`src/design/psf_pkg.sv`:
```
// ----------------------------------------------------------------------------
// psf_pkg
// Types and constants shared by the price spike filter modules.
// ----------------------------------------------------------------------------
package psf_pkg;

  localparam int COUNT_BITS = 40;
  localparam int CFG_W      = 31;
  localparam int TS_W       = 64;
  localparam int PRICE_W    = 32;
  localparam int DAY_W      = 32;

  // day key = (timestamp >> 9) / 5^9, by multiplying with a rounded-up reciprocal
  // of 5^9 scaled by 2^76, exact for every 55-bit dividend
  localparam int DAY_SHIFT    = 9;
  localparam logic [20:0] DAY_ODD = 21'd1953125;
  localparam int RECIP_W      = 56;
  localparam logic [RECIP_W-1:0] DAY_RECIP =
    RECIP_W'(((77'd1 << 76) / 77'(DAY_ODD)) + 77'd1);
  localparam int FRONT_STAGES = 3;

  // queue between front and back
  localparam int MQ_DEPTH = 4;
  localparam int MQ_PTR_W = 2;
  localparam int MQ_CNT_W = 3;

  // result queue
  localparam int OQ_DEPTH = 2;
  localparam int OQ_PTR_W = 1;
  localparam int OQ_CNT_W = 2;

  localparam logic [COUNT_BITS-1:0] COUNT_MAX = {COUNT_BITS{1'b1}};

  typedef enum logic [1:0] {
    REASON_KEPT  = 2'd0,
    REASON_NULL  = 2'd1,
    REASON_LEVEL = 2'd2,
    REASON_JUMP  = 2'd3
  } reason_t;

  typedef enum logic {
    CFG_JUMP_THRESHOLD = 1'b0,
    CFG_LEVEL_LIMIT    = 1'b1
  } cfg_index_t;

  typedef struct packed {
    logic [TS_W-1:0]           timestamp;
    logic signed [PRICE_W-1:0] mid_price;
    logic                      is_null;
  } psf_in_t;

  typedef struct packed {
    logic                  keep;
    reason_t               drop_reason;
    logic [COUNT_BITS-1:0] kept_count;
    logic [COUNT_BITS-1:0] jump_drop_count;
    logic [COUNT_BITS-1:0] level_drop_count;
  } psf_out_t;

  // classified tick handed from front to back
  typedef struct packed {
    logic [DAY_W-1:0]          day;
    logic signed [PRICE_W-1:0] mid;
    logic                      is_null;
    logic                      over;
  } psf_tick_t;

endpackage

```
`src/design/psf_mid_queue.sv`:
```
// ----------------------------------------------------------------------------
// psf_mid_queue
// Short queue of classified ticks between the front and the back.
// ----------------------------------------------------------------------------
module psf_mid_queue (
  input  logic                clk,
  input  logic                rst,
  input  logic                push,
  input  psf_pkg::psf_tick_t  wdata,
  output logic                full,
  input  logic                pop,
  output psf_pkg::psf_tick_t  rdata,
  output logic                empty
);
  import psf_pkg::*;

  psf_tick_t           mem [MQ_DEPTH];
  logic [MQ_PTR_W-1:0] wr_ptr;
  logic [MQ_PTR_W-1:0] rd_ptr;
  logic [MQ_CNT_W-1:0] count;

  assign full  = (count == MQ_CNT_W'(MQ_DEPTH));
  assign empty = (count == '0);
  assign rdata = mem[rd_ptr];

  always_ff @(posedge clk) begin
    if (rst) begin
      wr_ptr <= '0;
      rd_ptr <= '0;
      count  <= '0;
    end else begin
      if (push) begin
        wr_ptr <= wr_ptr + 1'b1;
      end
      if (pop) begin
        rd_ptr <= rd_ptr + 1'b1;
      end
      if (push && !pop) begin
        count <= count + 1'b1;
      end else if (pop && !push) begin
        count <= count - 1'b1;
      end
    end
    if (push) begin
      mem[wr_ptr] <= wdata;
    end
  end

  a_count_bound: assert property (@(posedge clk) disable iff (rst)
    count <= MQ_CNT_W'(MQ_DEPTH))
    else $error("tick queue count out of range");

endmodule

```
`config.mk`:
```
export PLATFORM = sky130hd
export DESIGN_NAME = psf_mid_queue
export DESIGN_NICKNAME = d
export VERILOG_FILES = /design/src/design/psf_pkg.sv /design/src/design/psf_mid_queue.sv
export SDC_FILE = /design/constraint.sdc
export NUM_CORES = 1
export LEC_CHECK = 0
export ABC_AREA = 0
export BUFFER_PORTS_ARGS = -buffer_cell sky130_fd_sc_hd__buf_2
export CORE_MARGIN = 2
export CORE_UTILIZATION = 51
export CTS_CLUSTER_DIAMETER = 30
export DETAILED_ROUTE_END_ITERATION = 8
export PLACE_DENSITY_LB_ADDON = 0.3
export SKIP_LAST_GASP = 1
export SLEW_MARGIN = 0
export SYNTH_ARGS = -nofsm -noshare
export SYNTH_HDL_FRONTEND = slang
export SYNTH_SLANG_ARGS = --single-unit
```
`constraint.sdc`:
```
create_clock -name clk -period 2.3 [get_ports clk]
set_input_delay 0.23 -clock clk [delete_from_list [all_inputs] [get_ports clk]]
set_output_delay 0.23 -clock clk [all_outputs]
set_load 0.01 [all_outputs]
```
After elaboration in Yosys (flattened, before gate mapping)
Memories as Yosys holds them, arrays and structs flattened. A register that Yosys moved wholly into a read port is not among the register bits.
Index checks and enable logic that the tools add are counted.
{ "totals": {"in_bits": 70, "register_bits": 7, "word_cells": 21, "n_memories": 1, "mem_bits_rw": 264} }
{ "memory_table": {"columns": ["memory", "depth", "word_bits", "rd", "rd_ports_with_merged_regs", "wr", "line", "source"], "rows": [
  ["mem", 4, 66, 1, 1, 1, "psf_mid_queue.sv:17", "psf_tick_t mem [MQ_DEPTH];"]
]} }
{ "op_classes": {"muxes": 6, "n_reduce_logical": 6, "eq_ne": 1, "addsub": 4} }
{ "ops": {"columns": ["cell", "count"], "rows": [
  ["two-way mux 3 bit", 2],
  ["adder 2 x 1 -> 2 bit, second input constant", 2],
  ["two-way mux 2 bit", 2],
  ["adder 3 x 1 -> 3 bit, second input constant", 1],
  ["equality test 3 bit, second input constant", 1],
  ["logical NOT 3 bit", 1],
  ["subtractor 3 x 1 -> 3 bit, second input constant", 1],
  ["logical AND 1 bit", 2],
  ["logical NOT 1 bit", 2],
  ["two-way mux 1 bit", 2],
  ["nonzero test 2 bit", 1]
]} }

Logic depth before layout (Yosys ltp)
{ "logic_depth": {"ltp_word": 4, "depth_mapped": 7, "ltp_nobuf": 7} }

Worst setup path before layout
No wires, ideal clock.
{ "synth_timing": {"path_kind": "reg-to-reg", "from": "register wr_ptr[0]", "to": "memory mem[0][0] (netlist name), enable pin", "stages_incl_launch_ff": 4, "required_ps": 1869, "path_buffers": 0, "t_arrival_ps": 2093, "setup_slack_ps": -223, "period_less_slack_ps": 2523, "cell_sequence": "dfxtp_1 inv_1 ha_1 and2_1"} }
{ "synth_lines": {"columns": ["item", "line", "source"], "rows": [
  ["start: declaration", "psf_mid_queue.sv:18", "logic [MQ_PTR_W-1:0] wr_ptr;"],
  ["start signal: assignment", "psf_mid_queue.sv:33", "wr_ptr <= wr_ptr + 1'b1;"],
  ["end: declaration", "psf_mid_queue.sv:17", null]
]} }
No word-level cell before the write port.

==> metrics.md <==
| Metric | Value |
|---|---|
| Status | completed |
| Final period util | between 90% and 100% |
| Core footprint | slightly below 20000 um^2 |
| DPL Wire Length | between 10000 and 15000 um |
| Buf/Inv on CP | 2 |
| Worst reg2reg endpoint | mem[0][25] |
| ANT nets after route | 0 |
| Largest family of logic cells by synthesized area | multiplexers |
| Post-synth top area share | about four fifths |
| Largest area contributor in the netlist | edfxtp_1 |
| Synthesis-to-layout area growth | 35.2% |
| DR iter-0 viols | 297 |
| Max incr delay on CP | 580 ps |
| H-tree levels | 2 |
| Non-Filler Instances | 942 |
| Root Driver | clkbuf_16 |
| Layout cell share with drive strength beyond 1 | between 40 and 50% |
| Net Count, Synth | approximately 460 |
| Finished Cell Area | 13400 um^2 |
| Synth Flop Type | edfxtp_1 |
| Crit path max fanout | 39 |
| First-pass GRT wire length | a little under 30000 um |
| Starting Density | 51.6% |
| CTS Buffer Depth | 3 |
| Max Cap Viol | 0 |
| Final Setup Violations | 0 |
| DIE AREA | roughly 21000 um^2 |
| Wire per inst | 20.3 um |
| Min cycle time layout | between 2000 and 2500 ps |
| Residual DRC count | 0 |
| GR Util All Layers | about a fifth |
| Post-synthesis mux area share | between 10% and 20% |
| Final hold viol count | 0 |
| Top delay family on crit path | multiplexers |
| Adder-cell share of the synthesized area | 0.830% |
| CTS-repair resized insts | 0 |
| CP Class | reg2out |
| Peak VDD IR | about 0.69 mV |
| LEAKAGE | 4.73 nW |
| Largest net degree at the start of global routing | 40 |
| Cell area after synthesis | 9950 um^2 |
| Placed Cells | 789 |
| Clock Latency Late Sink | between 500 and 600 ps |
| Most frequent cell after synthesis | edfxtp_1 |
| Reg-to-reg setup timing slack | between 600 and 700 ps |
| Critical path cell sequence | buf_12 -> mux4_2 -> buf_2 |
| Yosys cell types | 21 |
| Worst EP required | 2070 ps |
| Slew headroom | between 60% and 70% |
| Syn avg cell area | roughly 26 um^2 |
| Max Slew Vio Count | 0 |
| IO Pins | between 100 and 150 |
| CTS tree | built |
| Ys Warns | 0 |
| Placed cell area | approximately 11000 um^2 |
| GRT Residual Overflow | 0 |
| Ranking of synthesized cells by area | edfxtp_1 (80%), mux4_2 (15%), dfxtp_1 (1.8%) |
| R2R cell count | 4 |
| Die W | about 140 um |
| Post-CTS Setup Bufs | 0 |
| Unrepaired setup endpoints after global routing | no |
| CP Capture Type | primary output |
| Vias | between 4000 and 5000 |
| Initial antenna violation count | 1 |
| Worst r2r src | wr_ptr[0] |
| Nets@finish | 715 |
| Synth Area in Simple Gates | 0.742% |
| Number of buffers added on ports | 137 |
| Setup TNS | 0 ps |
| Worst-path cell with the longest stage delay | mux4_2 |
| Hold WC Path Type | in2reg |
| Vias in the first global route | ~5400 |
| CTS Hold Bufs | between 60 and 70 |
| CTS buffer count | between 40 and 50 |
| Top post-synthesis cells by count | edfxtp_1 (264), mux4_2 (66), dfxtp_1 (9) |
| Skew final | 8.43 ps |
| Reg clk slew, reported paths | 50 ps |
| Critical Path AT | 1950 ps |
| CP startpoint kind | flop |
| CP Capture Point | rdata[19] |
| Drt via density | roughly 5.3 |
| Final Core Density | 69.8% |
| CTS Sinks | approximately 270 |
| Cell Pwr Density | between 1000 and 1500 nW/um^2 |
| Post-synth EDFFs | 264 |
| Levels on crit path | 3 |
| DRT Pass-1 Iters | 4 |
| Row cnt | 51 |
| Post-Synth XOR/XNOR Area | less than 1% |
| Pwr Total | 14.2 mW |
| Post-synthesis compound-gate area fraction | less than 1% |
| Synth Register Bits | between 200 and 300 |
| Die Ht | about 140 um |
| DRT Wirelength | 19100 um |
| Sequential fraction of the synthesis area | ~80% |
| Fmax | around 460 MHz |
| Async SR Flop Fraction | 0% |
| Worst slew pin tran | about 470 ps |
| Synthesized instance count | just under 400 |
| Final Wtd Congestion | approximately 0.75 |
## layout by cell type (no fill, tap or decap), types with 2 or more instances in the layout
master / Yosys / routed
ha_1: 5 / 5
xor2_1: 3 / 3
nor2_1: 7 / 7
buf_2: 5 / 137
clkinv_2: 0 / 3
clkbuf_16: 0 / 47
mux2i_1: 2 / 2
mux4_2: 66 / 66
dfxtp_4: 0 / 2
dlygate4sd3_1: 0 / 67
dfxtp_1: 9 / 7
xnor2_1: 2 / 2
clkinv_4: 0 / 8
inv_6: 0 / 8
inv_1: 4 / 4
inv_8: 0 / 3
clkinvlp_4: 0 / 4
buf_4: 2 / 6
and2_4: 0 / 4
bufinv_16: 0 / 9
clkbuf_8: 0 / 2
edfxtp_1: 264 / 264
buf_12: 0 / 8
## worst register-to-register path, stage by stage (launching register included)
cell,delay [ps]
dfxtp_1,350
inv_1,90
ha_1,150
and2_4,430
buf_4,340
## per-layer routing
| metal | wire (um) | track usage, % | part of all wire (%) | vias up |
|---|---|---|---|---|
| met2 | 9480 | 30.7 | 49 | 193 |
| met4 | 282 | 5.16 | 1.5 | 0 |
| li1 | - | - | - | 2187 |
| met1 | 8140 | 25.4 | 43 | 2549 |
| met3 | 1240 | 5.50 | 6.5 | 30 |
| met5 | 0 | 0 | 0 | - |
## registers in the layout (all words and copies together), names as in the netlist, named ones only
register and count:
mem 264, count 3, rd_ptr 2, wr_ptr 2
## power breakdown
part / internal (mW) / switching, mW
Combinational: 0.580 / 0.581
Sequential: 5.72 / 0.0830
Clock: 4.88 / 2.40
Total: 11.2 / 3.06
## how the worst min path moves through the flow
stage / start / end / slack [ps] / cells after the start
after floorplan: wdata[0] / mem[0][0] / 330 / 0
after global placement: wdata[38] / mem[1][38] / 440 / 1
after detailed placement: wdata[5] / mem[0][5] / 450 / 1
after CTS: pop / rd_ptr[0] / 20 / 3
after global routing: pop / rd_ptr[0] / 70 / 3
final: pop / rd_ptr[0] / 40 / 3
## kinds of logic (layout without fill, tap and decap cells)
family	after synthesis	in the layout
xor gates and xnor gates	5	5
adders and majority gates	6	6
buffers and inverters	19	307
other	0	1
DFF	273	273
muxes	68	68
AOI/OAI and AO/OA	2	2
and+or+nand+nor	15	15
## per-stage QoR
step / hold slack [ps] / setup slack (ps)
6_report: 43.7 / 121
5_1_grt: 73.3 / 23.4
4_1_cts: 20.5 / 57.6
3_5_place_dp: 448 / 542
3_3_place_gp: 439 / 619
2_1_floorplan: 329 / 495
## cell type report
| type | count | area, um^2 |
|---|---|---|
| clock inverter | 36 | 493 |
| fill | 1185 | 5820 |
| sequential | 273 | 8120 |
| antenna | 1 | 2.50 |
| clock buffer | 49 | 1200 |
| multi-input combinational | 96 | 1730 |
| inverter | 4 | 15.0 |
| tap | 265 | 332 |
| timing repair buffer | 218 | 1560 |
No activity file was read; power rests on OpenSTA's default activity.
