### config.mk
export PLATFORM = sky130hd
export DESIGN_NAME = psf_front
export DESIGN_NICKNAME = d
export VERILOG_FILES = /design/src/design/psf_pkg.sv /design/src/design/psf_front.sv
export SDC_FILE = /design/constraint.sdc
export NUM_CORES = 2
export LEC_CHECK = 0
export BUFFER_PORTS_ARGS = -buffer_cell sky130_fd_sc_hd__clkbuf_2
export CORE_MARGIN = 2
export CORE_UTILIZATION = 40
export CTS_CLUSTER_DIAMETER = 200
export DETAILED_ROUTE_END_ITERATION = 7
export PLACE_DENSITY = 0.63
export SLEW_MARGIN = 25
export SYNTH_ARGS = -nofsm -noshare
export SYNTH_HDL_FRONTEND = slang
export SYNTH_SLANG_ARGS = --single-unit
### constraint.sdc
create_clock -name clk -period 17.4 [get_ports clk]
set_input_delay 0.87 -clock clk [delete_from_list [all_inputs] [get_ports clk]]
set_output_delay 0.87 -clock clk [all_outputs]
set_load 0.02 [all_outputs]
### src/design/psf_pkg.sv
// ----------------------------------------------------------------------------
// psf_pkg
// Types and constants shared by the price spike filter modules.
// ----------------------------------------------------------------------------
package psf_pkg;

  localparam int COUNT_BITS = 40;
  localparam int CFG_W      = 31;
  localparam int TS_W       = 64;
  localparam int PRICE_W    = 32;
  localparam int DAY_W      = 32;

  // day key = (timestamp >> 9) / 5^9, by multiplying with a rounded-up reciprocal
  // of 5^9 scaled by 2^76, exact for every 55-bit dividend
  localparam int DAY_SHIFT    = 9;
  localparam logic [20:0] DAY_ODD = 21'd1953125;
  localparam int RECIP_W      = 56;
  localparam logic [RECIP_W-1:0] DAY_RECIP =
    RECIP_W'(((77'd1 << 76) / 77'(DAY_ODD)) + 77'd1);
  localparam int FRONT_STAGES = 3;

  // queue between front and back
  localparam int MQ_DEPTH = 4;
  localparam int MQ_PTR_W = 2;
  localparam int MQ_CNT_W = 3;

  // result queue
  localparam int OQ_DEPTH = 2;
  localparam int OQ_PTR_W = 1;
  localparam int OQ_CNT_W = 2;

  localparam logic [COUNT_BITS-1:0] COUNT_MAX = {COUNT_BITS{1'b1}};

  typedef enum logic [1:0] {
    REASON_KEPT  = 2'd0,
    REASON_NULL  = 2'd1,
    REASON_LEVEL = 2'd2,
    REASON_JUMP  = 2'd3
  } reason_t;

  typedef enum logic {
    CFG_JUMP_THRESHOLD = 1'b0,
    CFG_LEVEL_LIMIT    = 1'b1
  } cfg_index_t;

  typedef struct packed {
    logic [TS_W-1:0]           timestamp;
    logic signed [PRICE_W-1:0] mid_price;
    logic                      is_null;
  } psf_in_t;

  typedef struct packed {
    logic                  keep;
    reason_t               drop_reason;
    logic [COUNT_BITS-1:0] kept_count;
    logic [COUNT_BITS-1:0] jump_drop_count;
    logic [COUNT_BITS-1:0] level_drop_count;
  } psf_out_t;

  // classified tick handed from front to back
  typedef struct packed {
    logic [DAY_W-1:0]          day;
    logic signed [PRICE_W-1:0] mid;
    logic                      is_null;
    logic                      over;
  } psf_tick_t;

endpackage

### src/design/psf_front.sv
// ----------------------------------------------------------------------------
// psf_front
// Day key pipeline: timestamp >> 9 times a reciprocal of 5^9 as four partial
// products, their sum, then the day key and level compare, handed on as a
// classified tick.
// ----------------------------------------------------------------------------
module psf_front (
  input  logic                       clk,
  input  logic                       rst,
  input  logic                       push,
  output logic                       full,
  input  psf_pkg::psf_in_t           item,
  input  logic [psf_pkg::CFG_W-1:0]  level_limit,
  output logic                       tick_push,
  output psf_pkg::psf_tick_t         tick,
  input  logic                       tick_full
);
  import psf_pkg::*;

  logic [54:0]               dividend;
  logic [22:0]               div_hi;
  logic [31:0]               div_lo;
  logic [63:0]               prod_ll;
  logic [55:0]               prod_lh;
  logic [54:0]               prod_hl;
  logic [46:0]               prod_hh;
  logic [57:0]               cross_sum;
  logic [46:0]               high_prod;
  logic [47:0]               quot_sum;
  logic [DAY_W-1:0]          day_key;
  logic signed [PRICE_W-1:0] mid_pipe [FRONT_STAGES];
  logic [FRONT_STAGES-1:0]   null_pipe;
  logic [FRONT_STAGES-1:0]   pipe_valid;
  logic                      adv;

  assign dividend = item.timestamp[TS_W-1:DAY_SHIFT];
  assign div_hi   = dividend[54:32];
  assign div_lo   = dividend[31:0];

  // quotient is the product shifted right by 76, i.e. bits 12 and up of this sum
  assign quot_sum = {1'b0, high_prod} + {22'b0, cross_sum[57:32]};

  assign adv  = !(pipe_valid[FRONT_STAGES-1] && tick_full);
  assign full = !adv;

  always_ff @(posedge clk) begin
    if (rst) begin
      pipe_valid <= '0;
    end else if (adv) begin
      pipe_valid <= {pipe_valid[FRONT_STAGES-2:0], push};
    end
    if (adv) begin
      prod_ll      <= {32'b0, div_lo} * {32'b0, DAY_RECIP[31:0]};
      prod_lh      <= {24'b0, div_lo} * {32'b0, DAY_RECIP[55:32]};
      prod_hl      <= {32'b0, div_hi} * {23'b0, DAY_RECIP[31:0]};
      prod_hh      <= {24'b0, div_hi} * {23'b0, DAY_RECIP[55:32]};
      cross_sum    <= {2'b0, prod_lh} + {3'b0, prod_hl} + {26'b0, prod_ll[63:32]};
      high_prod    <= prod_hh;
      day_key      <= quot_sum[43:12];
      mid_pipe[0]  <= item.mid_price;
      null_pipe[0] <= item.is_null;
      for (int i = 1; i < FRONT_STAGES; i++) begin
        mid_pipe[i]  <= mid_pipe[i-1];
        null_pipe[i] <= null_pipe[i-1];
      end
    end
  end

  assign tick_push    = pipe_valid[FRONT_STAGES-1] && !tick_full;
  assign tick.day     = day_key;
  assign tick.mid     = mid_pipe[FRONT_STAGES-1];
  assign tick.is_null = null_pipe[FRONT_STAGES-1];
  assign tick.over    = mid_pipe[FRONT_STAGES-1] > $signed({1'b0, level_limit});

  a_no_loss: assert property (@(posedge clk) disable iff (rst)
    pipe_valid[FRONT_STAGES-1] && !adv |=> pipe_valid[FRONT_STAGES-1])
    else $error("finished tick lost while the queue was full");

endmodule

# After elaboration in Yosys (flattened, before gate mapping)
# Memory sizes are Yosys's and may differ from the RTL's.
# Index checks and enable logic that the tools add are counted.
dict set report op_classes {
  n_addsub 3
  n_mul 4
  n_lt_le_gt_ge 1
  n_mux 1
  reduce_logical 3
}
# cell n
set ops {}
lappend ops {{$mul A32 B30 Y62 const B} 1}
lappend ops {{$add A57 B31 Y58} 1}
lappend ops {{$add A56 B54 Y57} 1}
lappend ops {{$mul A32 B24 Y56 const B} 1}
lappend ops {{$mul A23 B30 Y53 const B} 1}
lappend ops {{$add A44 B26 Y44} 1}
lappend ops {{$mul A23 B24 Y44 const B} 1}
lappend ops {{$gt A32 B32 Y1} 1}
lappend ops {{$logic_and A1 B1 Y1} 2}
lappend ops {{$logic_not A1 Y1} 1}
lappend ops {{$mux W1} 1}
dict set report word_totals {
  register_bits 355
  mem_bits_rw 96
  output_inout_bits 68
  mem_count 1
}
# memory words width read_ports rd_clocked_by_memory_dff write_ports line_no
set mem_list {}
lappend mem_list {mid_pipe 3 32 3 0 3 psf_front.sv:31} ;# logic signed [PRICE_W-1:0] mid_pipe [FRONT_STAGES];

# Longest topological paths before layout
dict set report depth {
  ltp_word 2
  depth_mapped 26
  depth_no_buf 26
}

# Least setup slack after synthesis
# Ideal clock, no wire load.
dict set report synth_timing {
  path_kind {in2out}
  startpoint {in tick_full}
  endpoint {out full}
  arrival_time_ps 10755
  required_time_ps 16530
  path_slack_ps 5775
  cell_stages 2
  path_cell_list {nand2_1 > inv_1}
}
dict set report synth_via {
  elab_chain_cells 1
}
# element line_no
set synth_lines {}
lappend synth_lines {{from (decl)} psf_front.sv:16} ;# input logic tick_full
lappend synth_lines {{$logic_and A1 B1 Y1} psf_front.sv:43} ;# assign adv = !(pipe_valid[FRONT_STAGES-1] && tick_full);
lappend synth_lines {{to (decl)} psf_front.sv:11} ;# output logic full,
# Every way passes these cells.

# Worst setup path after layout
dict set report layout_timing {
  startpoint {in item[86] (netlist bit)}
  endpoint {reg prod_hh[43], data pin}
}
dict set report layout_via {
  elab_chain_cells 1
}
# element line_no
set layout_lines {}
lappend layout_lines {{from (decl)} psf_front.sv:12} ;# input psf_pkg::psf_in_t item,
lappend layout_lines {{$mul A23 B24 Y44} psf_front.sv:56} ;# prod_hh <= {24'b0, div_hi} * {23'b0, DAY_RECIP[55:32]};
lappend layout_lines {{to (signal assigned)} psf_front.sv:56}
lappend layout_lines {{to (decl)} psf_front.sv:26} ;# logic [46:0] prod_hh;
# Every way passes these cells.
# A chain may end at the register's enable or synchronous reset.

==> parameters.txt <==
Parameter                              Value

Placement
  Number of buffer cells added on primary ports    190
  Placed standard-cell area    about 64000 sq um
  Post-place setup slack    approximately 8600 ps
  Half-perimeter wire length after placement    134000 microns
  Final weighted congestion in routability-driven placement    between 0.9 and 1

Synthesis
  Post-synth EDFFs    ~380
  Cells after Synth    about 5500
  Share of the synthesized area in the top cell type    between 30% and 40%
  Number of nets in the synthesized netlist    7800
  Proportion of synthesized flip-flops having asynchronous set or reset    0%
  Cell Area, Synth    around 60000 sq um
  Largest area contributor in the netlist    fa_1
  Most common flop cell mapped by yosys    edfxtp_1
  Synthesized area divided by synthesized cell count    ~11 sq um
  Number of register bits inferred by synthesis    385
  Register area share after synthesis    approximately a fifth
  Synth unique cells    just under 80
  Area contributors post-synth    fa_1 (32%), ha_1 (25%), edfxtp_1 (19%)
  Total number of yosys warnings    0

Timing
  Final sum of negative setup slack    0 ps
  Hold Fails Final Rpt    0
  Clock period minus final worst setup slack    8310 ps
  RSZ-0062 raised after global routing    no
  Fmax    roughly 120 MHz
  Post-route fraction of the period consumed by the critical path    a little under half
  Final setup violation count    0
  Final Skew    about 23 ps
  Worst slack on hold paths    around 400 ps
  Slew @ Worst Pin    roughly 1000 ps
  Max-slew headroom    ~32%
  Final slew viol count    0
  Slack of the critical path    approximately 9000 ps

Die
  Die X-Extent    394 microns
  Total core area    152000 sq um
  # rows    about 140
  Effective utilization at floorplan    approximately two fifths
  Die area    around 160000 sq um
  Number of ports placed on the die boundary    200
  DIE HEIGHT    394 microns

Detailed routing
  Mean number of vias per cell    slightly above 5
  Drt pass-1 iters    5
  Starting DRC count in detailed routing    2532
  Routed wire length per instance    ~20 microns
  # DRC    0
  DRT antenna net count    0
  Final wirelength    approximately 160000 microns
  Total number of vias    39500

Worst setup path
  Standard cell with the maximum stage delay on the critical path    a211oi_1
  Arrival time of the worst setup path    8620 ps
  Dominant cell type by count on the critical path    fa_1
  Element type at the critical path end    register
  Worst path required time    approximately 18000 ps
  Kind of start point of the critical path    primary input
  Worst Path Max Fanout    12
  Cell-by-cell trace of the critical path    clkbuf_2 > inv_1 > ha_1 > fa_1 > fa_1 > fa_1 > inv_1 > fa_1 > inv_1 > fa_1 > fa_1 > inv_1 > ha_1 > nand3_1 > nor2_1 > o21ai_0 > a211oi_1 > o221ai_1 > or3b_1 > o221a_2 > o311ai_2 > a21oi_1 > o21ai_1 > xnor2_1
  Category of the critical setup timing path    in2reg
  Largest stage delay, worst path    540 ps

Clock network
  Number of setup buffers added after CTS    0
  Hold buffers post-CTS    0
  Root cell of the clock tree    clkbuf_16
  Max H-tree Level    2
  TritonCTS clock tree    yes
  Sink Count    ~390
  Clk pin slew, worst setup/hold paths    approximately 60 ps
  Latest clock arrival within the worst-skew pair    590 ps
  Cts bufs inserted    40
  Bufs on Longest Clock Path    3
  Number of instances resized during post-cts repair    0

Cells and area
  Fraction of layout cells with a size suffix above 1    5.24%
  Most common library cell in the layout ignoring fill and taps    inv_1
  Commonest cells after routing, fill and taps aside    inv_1 (1345), ha_1 (1218), fa_1 (965), edfxtp_1 (382), a21oi_1 (254)
  Finished Cell Area    around 66000 sq um
  Area Growth Syn to Fin    7.59%
  Nets    7993

Global routing
  GRT Residual Overflow    0
  Antenna violations before repair    2
  Maximum number of pins on one net before global-route repair    around 170
  First-pass GRT wire length    between 200000 and 250000 microns
  Vias in the first global route    42800
  GRT Total Usage    about a fifth

Hold path
  Hold WC Path Type    reg2reg

Run
  Maximum Capacitance Violations    0

Outcome
  Run status    complete, no violations
cell families (layout without fill, tap and decap cells):
group,after synthesis,in the layout,synth area share (%)
AO/OA/AOI/OAI,734,734,7.73
other,0,1,0
flip-flops,385,385,18.9
buffers and inverters,1401,1626,8.84
AND/OR/NAND/NOR,560,560,4.58
adder cells (fa/ha/maj),2183,2183,56.7
XOR/XNOR,222,222,3.20
state kept, by name (all words and copies together) (netlist names):
name and cells:
prod_ll 31, prod_lh 56, prod_hl 51, null_pipe 3
high_prod 44, mid_pipe 96, pipe_valid 3, cross_sum 25
day_key 32, prod_hh 44
critical path, delay by kind of cell:
kind / cells / cell delay, ps
compound gates: 7 / 2000
fa+ha+maj: 8 / 3850
buf+inv: 5 / 940
simple gates: 3 / 860
xor+xnor: 1 / 90
final cells by class:
class | count | area (sq um)
flip-flops and latches | 385 | 11500
repair buffers | 207 | 1090
fillers | 14400 | 86000
well taps | 2030 | 2540
multi-input cells | 3699 | 44000
clock buffers | 43 | 1010
inverters | 1345 | 5050
clock inverters | 31 | 308
diodes | 1 | 2.50
Yosys cell counts, drive strengths merged, types with 6 or more instances:
library cell  instances
a211oi               24
a21boi                9
a21o                149
a21oi               255
a221o                 7
a221oi                8
a311oi                6
a31oi                22
and2                 16
and3                 25
and4                  8
buf                  35
clkbuf               21
edfxtp              382
fa                  965
ha                 1218
inv                1345
nand2               139
nand2b               35
nand3                52
nand4                56
nor2                127
nor2b                36
nor3                 35
nor4                  8
o211ai               21
o21a                 23
o21ai               133
o21bai               32
o31ai                 8
or2                  10
xnor2               141
xor2                 81
metal layers:
metal / part of all wire (%) / global-route usage, %
met1: 44 / 29.0
met2: 47 / 34.7
met3: 6.5 / 3.51
met4: 2.5 / 4.78
met5: 0 / 0
per-stage QoR:
stage / util [%] / cells
2_1_floorplan: - / 5485
3_3_place_gp: 42.4 / 7666
3_5_place_dp: 42.4 / 7666
4_1_cts: 43.3 / 7740
5_1_grt: 43.3 / 7740
6_report: 43.3 / 7741
final timing paths:
check / startpoint / to / slack, ps / cells after the start
worst max-delay path: item[86] / prod_hh[43]$_DFFE_PN_ / 9090 / 24
worst min-delay path: prod_hh[18]$_DFFE_PN_ / high_prod[18]$_DFFE_PN_ / 400 / 0
worst max register to register: prod_lh[9]$_DFFE_PN_ / cross_sum[55]$_DFFE_PN_ / 12590 / 13
worst min register to register: prod_hh[18]$_DFFE_PN_ / high_prod[18]$_DFFE_PN_ / 400 / 0
Power is not shown: default switching activity piles up to over one toggle a cycle in this logic, so the estimate is an artifact.
