## config.mk

```make
export PLATFORM = sky130hd
export DESIGN_NAME = psf_back
export DESIGN_NICKNAME = d
export VERILOG_FILES = /design/src/design/psf_pkg.sv /design/src/design/psf_back.sv
export SDC_FILE = /design/constraint.sdc
export NUM_CORES = 1
export LEC_CHECK = 0
export ABC_AREA = 0
export BUFFER_PORTS_ARGS = -buffer_cell sky130_fd_sc_hd__buf_2
export CORE_UTILIZATION = 55
export CTS_CLUSTER_SIZE = 8
export DETAILED_ROUTE_END_ITERATION = 12
export GPL_TIMING_DRIVEN = 0
export PLACE_DENSITY = 0.75
export SYNTH_ARGS = -nofsm -noshare
export SYNTH_HDL_FRONTEND = slang
export SYNTH_SLANG_ARGS = --single-unit
```

## constraint.sdc

```tcl
create_clock -name clk -period 10.8 [get_ports clk]
set_input_delay 0.54 -clock clk [delete_from_list [all_inputs] [get_ports clk]]
set_output_delay 0.54 -clock clk [all_outputs]
set_load 0.01 [all_outputs]
```

## src/design/psf_pkg.sv

```systemverilog
// ----------------------------------------------------------------------------
// psf_pkg
// Types and constants shared by the price spike filter modules.
// ----------------------------------------------------------------------------
package psf_pkg;

  localparam int COUNT_BITS = 40;
  localparam int CFG_W      = 31;
  localparam int TS_W       = 64;
  localparam int PRICE_W    = 32;
  localparam int DAY_W      = 32;

  // day key = (timestamp >> 9) / 5^9, by multiplying with a rounded-up reciprocal
  // of 5^9 scaled by 2^76, exact for every 55-bit dividend
  localparam int DAY_SHIFT    = 9;
  localparam logic [20:0] DAY_ODD = 21'd1953125;
  localparam int RECIP_W      = 56;
  localparam logic [RECIP_W-1:0] DAY_RECIP =
    RECIP_W'(((77'd1 << 76) / 77'(DAY_ODD)) + 77'd1);
  localparam int FRONT_STAGES = 3;

  // queue between front and back
  localparam int MQ_DEPTH = 4;
  localparam int MQ_PTR_W = 2;
  localparam int MQ_CNT_W = 3;

  // result queue
  localparam int OQ_DEPTH = 2;
  localparam int OQ_PTR_W = 1;
  localparam int OQ_CNT_W = 2;

  localparam logic [COUNT_BITS-1:0] COUNT_MAX = {COUNT_BITS{1'b1}};

  typedef enum logic [1:0] {
    REASON_KEPT  = 2'd0,
    REASON_NULL  = 2'd1,
    REASON_LEVEL = 2'd2,
    REASON_JUMP  = 2'd3
  } reason_t;

  typedef enum logic {
    CFG_JUMP_THRESHOLD = 1'b0,
    CFG_LEVEL_LIMIT    = 1'b1
  } cfg_index_t;

  typedef struct packed {
    logic [TS_W-1:0]           timestamp;
    logic signed [PRICE_W-1:0] mid_price;
    logic                      is_null;
  } psf_in_t;

  typedef struct packed {
    logic                  keep;
    reason_t               drop_reason;
    logic [COUNT_BITS-1:0] kept_count;
    logic [COUNT_BITS-1:0] jump_drop_count;
    logic [COUNT_BITS-1:0] level_drop_count;
  } psf_out_t;

  // classified tick handed from front to back
  typedef struct packed {
    logic [DAY_W-1:0]          day;
    logic signed [PRICE_W-1:0] mid;
    logic                      is_null;
    logic                      over;
  } psf_tick_t;

endpackage

```

## src/design/psf_back.sv

```systemverilog
// ----------------------------------------------------------------------------
// psf_back
// Baseline compare and update, saturating counters, and the result queue.
// ----------------------------------------------------------------------------
module psf_back (
  input  logic                       clk,
  input  logic                       rst,
  input  logic [psf_pkg::CFG_W-1:0]  jump_threshold,
  input  psf_pkg::psf_tick_t         tick,
  input  logic                       tick_empty,
  output logic                       tick_pop,
  input  logic                       pop,
  output logic                       empty,
  output psf_pkg::psf_out_t          result
);
  import psf_pkg::*;

  logic [DAY_W-1:0]          base_day;
  logic signed [PRICE_W-1:0] base_mid;
  logic                      base_valid;
  logic [COUNT_BITS-1:0]     kept_total;
  logic [COUNT_BITS-1:0]     jump_total;
  logic [COUNT_BITS-1:0]     level_total;

  logic [COUNT_BITS-1:0] kept_total_next;
  logic [COUNT_BITS-1:0] jump_total_next;
  logic [COUNT_BITS-1:0] level_total_next;

  psf_out_t            oq [OQ_DEPTH];
  logic [OQ_PTR_W-1:0] oq_wr;
  logic [OQ_PTR_W-1:0] oq_rd;
  logic [OQ_CNT_W-1:0] oq_count;
  logic                oq_full;
  logic                fire;
  logic                same_day;
  logic signed [PRICE_W:0] diff;
  logic [PRICE_W:0]    abs_diff;
  logic                jump;
  reason_t             reason;
  psf_out_t            res;

  assign oq_full  = (oq_count == OQ_CNT_W'(OQ_DEPTH));
  assign empty    = (oq_count == '0);
  assign result   = oq[oq_rd];
  assign fire     = !tick_empty && !oq_full;
  assign tick_pop = fire;

  assign same_day = base_valid && (tick.day == base_day);
  assign diff     = {tick.mid[PRICE_W-1], tick.mid} - {base_mid[PRICE_W-1], base_mid};
  assign abs_diff = diff[PRICE_W] ? (PRICE_W+1)'(-diff) : diff;
  assign jump     = abs_diff >= {2'b00, jump_threshold};

  always_comb begin
    if (tick.is_null) begin
      reason = REASON_NULL;
    end else if (same_day && jump) begin
      reason = REASON_JUMP;
    end else if (tick.over) begin
      reason = REASON_LEVEL;
    end else begin
      reason = REASON_KEPT;
    end
  end

  always_comb begin
    kept_total_next  = kept_total;
    jump_total_next  = jump_total;
    level_total_next = level_total;
    case (reason)
      REASON_KEPT: begin
        if (kept_total != COUNT_MAX) kept_total_next = kept_total + 1'b1;
      end
      REASON_JUMP: begin
        if (jump_total != COUNT_MAX) jump_total_next = jump_total + 1'b1;
      end
      REASON_LEVEL: begin
        if (level_total != COUNT_MAX) level_total_next = level_total + 1'b1;
      end
      default: ;
    endcase
  end

  always_comb begin
    res.keep             = (reason == REASON_KEPT);
    res.drop_reason      = reason;
    res.kept_count       = kept_total_next;
    res.jump_drop_count  = jump_total_next;
    res.level_drop_count = level_total_next;
  end

  always_ff @(posedge clk) begin
    if (rst) begin
      base_day    <= '0;
      base_mid    <= '0;
      base_valid  <= 1'b0;
      kept_total  <= '0;
      jump_total  <= '0;
      level_total <= '0;
      oq_wr       <= '0;
      oq_rd       <= '0;
      oq_count    <= '0;
    end else begin
      if (fire) begin
        kept_total  <= kept_total_next;
        jump_total  <= jump_total_next;
        level_total <= level_total_next;
        if (reason == REASON_KEPT) begin
          base_day   <= tick.day;
          base_mid   <= tick.mid;
          base_valid <= 1'b1;
        end else if (reason == REASON_LEVEL && !same_day) begin
          base_valid <= 1'b0;
        end
        oq_wr <= oq_wr + 1'b1;
      end
      if (pop && !empty) begin
        oq_rd <= oq_rd + 1'b1;
      end
      if (fire && !(pop && !empty)) begin
        oq_count <= oq_count + 1'b1;
      end else if (!fire && pop && !empty) begin
        oq_count <= oq_count - 1'b1;
      end
    end
    if (fire) begin
      oq[oq_wr] <= res;
    end
  end

  a_kept_monotonic: assert property (@(posedge clk) disable iff (rst)
    $past(!rst) |-> kept_total >= $past(kept_total))
    else $error("kept counter went backwards");

  a_level_clears_base: assert property (@(posedge clk) disable iff (rst)
    fire && !tick.is_null && !same_day && tick.over |=> !base_valid)
    else $error("level drop off the baseline day kept a baseline");

  a_dropped_holds_base: assert property (@(posedge clk) disable iff (rst)
    fire && same_day && reason != REASON_KEPT |=> $stable(base_mid) && $stable(base_day))
    else $error("dropped tick moved the baseline");

endmodule

```

# ---- Word-level counts from Yosys, hierarchy flattened
# Memory sizes are Yosys's and may differ from the RTL's. A register that Yosys moved wholly into a read port is not among the register bits.
# Cells that the tools add are included.
dict set report totals {
  output_inout_bits 125
  latch_bits 0
  memories 1
  ff_bits 189
  rom_bits 0
  mem_bits_rw 246
}
# memory depth word_bits read_ports rd_clocked_by_memory_dff write_ports line
set memory_table {}
lappend memory_table {oq 2 123 1 1 1 psf_back.sv:29} ;# psf_out_t oq [OQ_DEPTH];
dict set report op_classes {
  eq_ne 7
  multipliers 0
  shift 0
  order_cmp 1
  n_reduce_logical 20
  div 0
  add_sub_neg 9
  n_mux 18
  n_bitwise 0
}
# cell count
set ops {}
lappend ops {{$mux 40} 6}
lappend ops {{$add 40x1->40 const B} 3}
lappend ops {{$ne 40x40->1 const B} 3}
lappend ops {{$ge 33x31->1} 1}
lappend ops {{$mux 33} 1}
lappend ops {{$neg 33->33} 1}
lappend ops {{$sub 32x32->33} 1}
lappend ops {{$eq 32x32->1} 1}
lappend ops {{$mux 2} 5}
lappend ops {{$logic_and 1x1->1} 8}
lappend ops {{$eq 2x2->1 const B} 3}
lappend ops {{$logic_not 1->1} 6}
lappend ops {{$mux 1} 6}
lappend ops {{$logic_not 2->1} 2}
lappend ops {{$reduce_and 2->1} 2}
lappend ops {{$reduce_bool 2->1} 2}
lappend ops {{$add 1x1->1 const B} 2}
lappend ops {{$add 2x1->2 const B} 1}
lappend ops {{$sub 2x1->2 const B} 1}

# ---- Longest topological paths before layout
dict set report logic_depth {
  depth_word 11
  ltp_mapped 31
  ltp_nobuf 28
}

# ---- Worst setup path after synthesis
# No wires, ideal clock.
dict set report synth_path {
  kind {in2reg}
  from {input tick_empty}
  to {memory oq[0][0] (netlist bit), enable pin}
  cell_stages 3
  arrival_time_ns 6.156
  slack_ns 4.037
  path_cell_list {or2_2 -> clkbuf_1 -> nor2_1}
}
dict set report synth_between {
  elab_chain_cells 4
}
# element line
set synth_lines {}
lappend synth_lines {{from (decl)} psf_back.sv:10} ;# input logic tick_empty,
lappend synth_lines {{$logic_not 1->1} psf_back.sv:45} ;# assign fire = !tick_empty && !oq_full;
lappend synth_lines {{$logic_and 1x1->1} psf_back.sv:45}
lappend synth_lines {{$mux 1} psf_back.sv:125} ;# if (fire) begin
lappend synth_lines {{$mux 1 (implied by the code)} psf_back.sv:126} ;# oq[oq_wr] <= res;
lappend synth_lines {{to (decl)} psf_back.sv:29}
# No other way between the ends.

# ---- Final worst setup path
dict set report layout_path {
  from {register base_mid[5]}
  to {memory oq[0][66] (netlist bit), data pin}
}
dict set report layout_between {
  elab_chain_cells 9
}
# element line
set layout_lines {}
lappend layout_lines {{from (decl)} psf_back.sv:19} ;# logic signed [PRICE_W-1:0] base_mid;
lappend layout_lines {{from (signal assigned)} psf_back.sv:109} ;# base_mid <= tick.mid;
lappend layout_lines {{$sub 32x32->33 (*)} psf_back.sv:49} ;# assign diff = {tick.mid[PRICE_W-1], tick.mid} - {base_mid[PRICE_W-1], base_mid};
lappend layout_lines {{$neg 33->33} psf_back.sv:50} ;# assign abs_diff = diff[PRICE_W] ? (PRICE_W+1)'(-diff) : diff;
lappend layout_lines {{$mux 33 (*)} psf_back.sv:50}
lappend layout_lines {{$ge 33x31->1 (*)} psf_back.sv:51} ;# assign jump = abs_diff >= {2'b00, jump_threshold};
lappend layout_lines {{$logic_and 1x1->1 (*)} psf_back.sv:56} ;# end else if (same_day && jump) begin
lappend layout_lines {{$mux 2 (*)} psf_back.sv:56}
lappend layout_lines {{$mux 2 (*)} psf_back.sv:54} ;# if (tick.is_null) begin
lappend layout_lines {{$eq 2x2->1 (*)} psf_back.sv:69} ;# case (reason)
lappend layout_lines {{$mux 40 (*)} psf_back.sv:69}
lappend layout_lines {{net jump_total_next[26]} psf_back.sv:26} ;# logic [COUNT_BITS-1:0] jump_total_next;
# The timed path passes the listed nets; every way through them passes the cells marked *.

==> metrics.txt <==
Site Rows=75; Critical Path RT=between 10 and 15 ns; via/cell ratio=5.82; setup violators final=0; Worst Path Buf+Inv=4; CP Capture Type=flip-flop; final wirelength=around 62 mm; Hold Path Class=input pin to flip-flop; crit-path max FO=10; Sequential Power Share=43.0%; Pleak=around 0.011 µW; H-tree depth=2; GRT overflow=0; switching part of the total=25.9%; port bufs=between 200 and 250; worst path arrival time=~8.1 ns; Gate Count Post-Synth=between 2000 and 2500; outcome=finished clean; RSZ-0062 raised after global routing=false; max-slew violations=0; largest net degree at the start of global routing=50; Comb pwr share=roughly 15%; fin crit share=around 71%; max_cap viols=0; Die H=between 200 and 250 µm; Area Overhead vs Synth=16.1%; CTS tree=yes; crit path launch type=flip-flop; global-route wire length before repair=just under 100 mm; Syn Nets=around 2500; reg2reg setup slack=just over 3 ns; Switch Pwr=between 1000 and 1500 µW; Final #Nets=2811; most frequent cells after synthesis=258 x nor2_1, 246 x edfxtp_1, 190 x dfxtp_1; share of layout cells above drive strength 1=between 10% and 20%; DR iter-0 viols=1321; area leader, netlist=edfxtp_1; Fin Setup TNS=0 ns; Chip Width=210 µm; post_cts resized=0; WL per Instance=18.9 µm; pre-CTS WS=2.84 ns; final hold vios=0; antenna violations before repair=7; synth warn=0; CORE AREA=about 42000 µm²; min Tclk post-route=~7.7 ns; synthesized cell area=23800 µm²; post-route ant nets=0; Initial Util=roughly 56%; Top Ports=226; die area=44100 µm²; # Post-CTS Setup Buffers=0; post-synthesis async set-or-reset flop share=0%; Synth cell types=~80; CP dominant cell by count=clkbuf_1; Max stage delay on crit path=0.59 ns; Max clock buf depth=3; Worst VDD drop=~140 µV; Clock transition at path regs=0.05 ns; syn avg cell area=10.1 µm²; internal power=approximately 3200 µW; crit path max-delay cell type=or4b_1; dominant synthesized flop cell=edfxtp_1; Synth Register Bits=around 440; fraction of the yosys area taken by sequential cells=a little under half; Yosys top cell area share=around 31%; Max Clock Freq=about 130 MHz; Post-synth EDFFs=~250; largest cells by area after synthesis=edfxtp_1 31%, dfxtp_1 16%, mux2_2 6.9%; Num Clock Sinks=between 400 and 500; gr usage total=28.0%; slew margin rel.=under 10%; total CTS buffers=approximately 60; clk root buf=clkbuf_16; Clock Power Share=a little over two fifths; Top Family by Delay on Critical Path=compound AO/OA/AOI/OAI gates; Vias=19100; Tightest Pin Transition=approximately 1.4 ns; vias in the first global route=approximately 19000; power density cells=between 150 and 200 nW/µm²; Clock Skew=roughly 0.038 ns; gpl congestion=roughly 0.92; hpwl dp=roughly 46 mm; critical path class=flip-flop to flip-flop; DRC=0; top-count cell post-synth=nor2_1; Post-CTS Hold Buffers=0; drt pass-1 iters=6; PnR worst setup slack=3.08 ns; Clk Latency, worst-skew pair=0.64 ns
-- cells by family (layout without fill, tap and decap cells) --
kind of cell	after synthesis	in the layout	share of synthesized area, %
and+or+nand+nor	825	825	17.5
DFF	436	436	47.1
AOI/OAI and AO/OA	383	383	10.6
muxes	215	215	9.81
buffers and inverters	212	552	3.63
xor gates and xnor gates	211	211	7.77
adders and majority gates	68	68	3.61
other	0	4	0
-- cell type report --
cell class                 count  area [µm²]
clock buffer                 105        1690
multi-input combinational   1702       11700
inverter                      97         364
sequential                   436       11200
buffer                       115         499
fill                        3372       14700
antenna                        4        10.0
tap                          577         722
timing repair buffer         229        1260
clock inverter                 6         124
-- layout by cell type (no fill, tap or decap), types with 7 or more instances in the layout --
master     instances
clkbuf_16         61
or3_1             35
clkbuf_1         123
o211ai_1          19
xor2_1           141
xnor2_1           70
ha_1              67
edfxtp_1         246
nor3b_1           10
mux2_2           145
nor3_1            91
nand3_1           81
o31ai_1           26
nand2_1          124
buf_2            247
a211oi_1          17
nor2_1           257
nor2b_1           34
and4_1            18
or2_2             10
and2_1            18
o21bai_1           7
a31o_2            10
a21o_1            16
nand4_1           38
or4_1             21
a21oi_1          110
mux2i_1           70
and3_1            34
nor4_1            23
o21ai_0           78
o21a_1            48
dfxtp_1          190
inv_1             96
-- final timing paths --
check                  to          from  depth (start not counted)
min reg2reg  base_mid[13]  base_mid[13]                          2
max             oq[0][66]   base_mid[5]                         25
max reg2reg     oq[0][66]   base_mid[5]                         25
min          base_day[12]      tick[46]                          3
-- worst min-delay path: stages --
cell and delay [ns]:
buf_2 0.09, mux2i_1 0.06, nor2_1 0.07
-- state kept, by name (all words and copies together) (netlist names), 2 cells and up, named ones only --
name,cells
oq,246
jump_total,40
level_total,40
base_mid,32
base_day,32
oq_count,2
kept_total,40
-- power groups by stage --
stage                     logic, µW  registers (µW)  clock network [µW]
after floorplan                 408            1880                   0
after global placement          598            1890                   0
after detailed placement        621            1870                   0
after CTS                       625            1840                1830
after global routing            685            1850                1900
final                           626            1840                1810
-- stage by stage --
stage	instance area (µm²)	power, µW	std cells	hold WS, ns	util, %
finish	27600	4280	3271	0.167	65.2
floorplan	23800	2280	2350	0.460	-
global placement	25600	2480	3150	0.474	60.5
global route	27600	4430	3270	0.155	65.2
detailed placement	25800	2490	3156	0.480	60.9
CTS	27600	4300	3267	0.149	65.2
-- routing by layer --
| layer | vias to the layer above | global-route usage (%) | part of all wire [%] |
|---|---|---|---|
| li1 | 9114 | - | - |
| met1 | 9088 | 35.8 | 42 |
| met2 | 701 | 46.3 | 47 |
| met3 | 142 | 5.79 | 7.1 |
| met4 | 6 | 11.7 | 3.7 |
| met5 | - | 0 | 0.056 |
No activity file was read; power rests on OpenSTA's default activity.
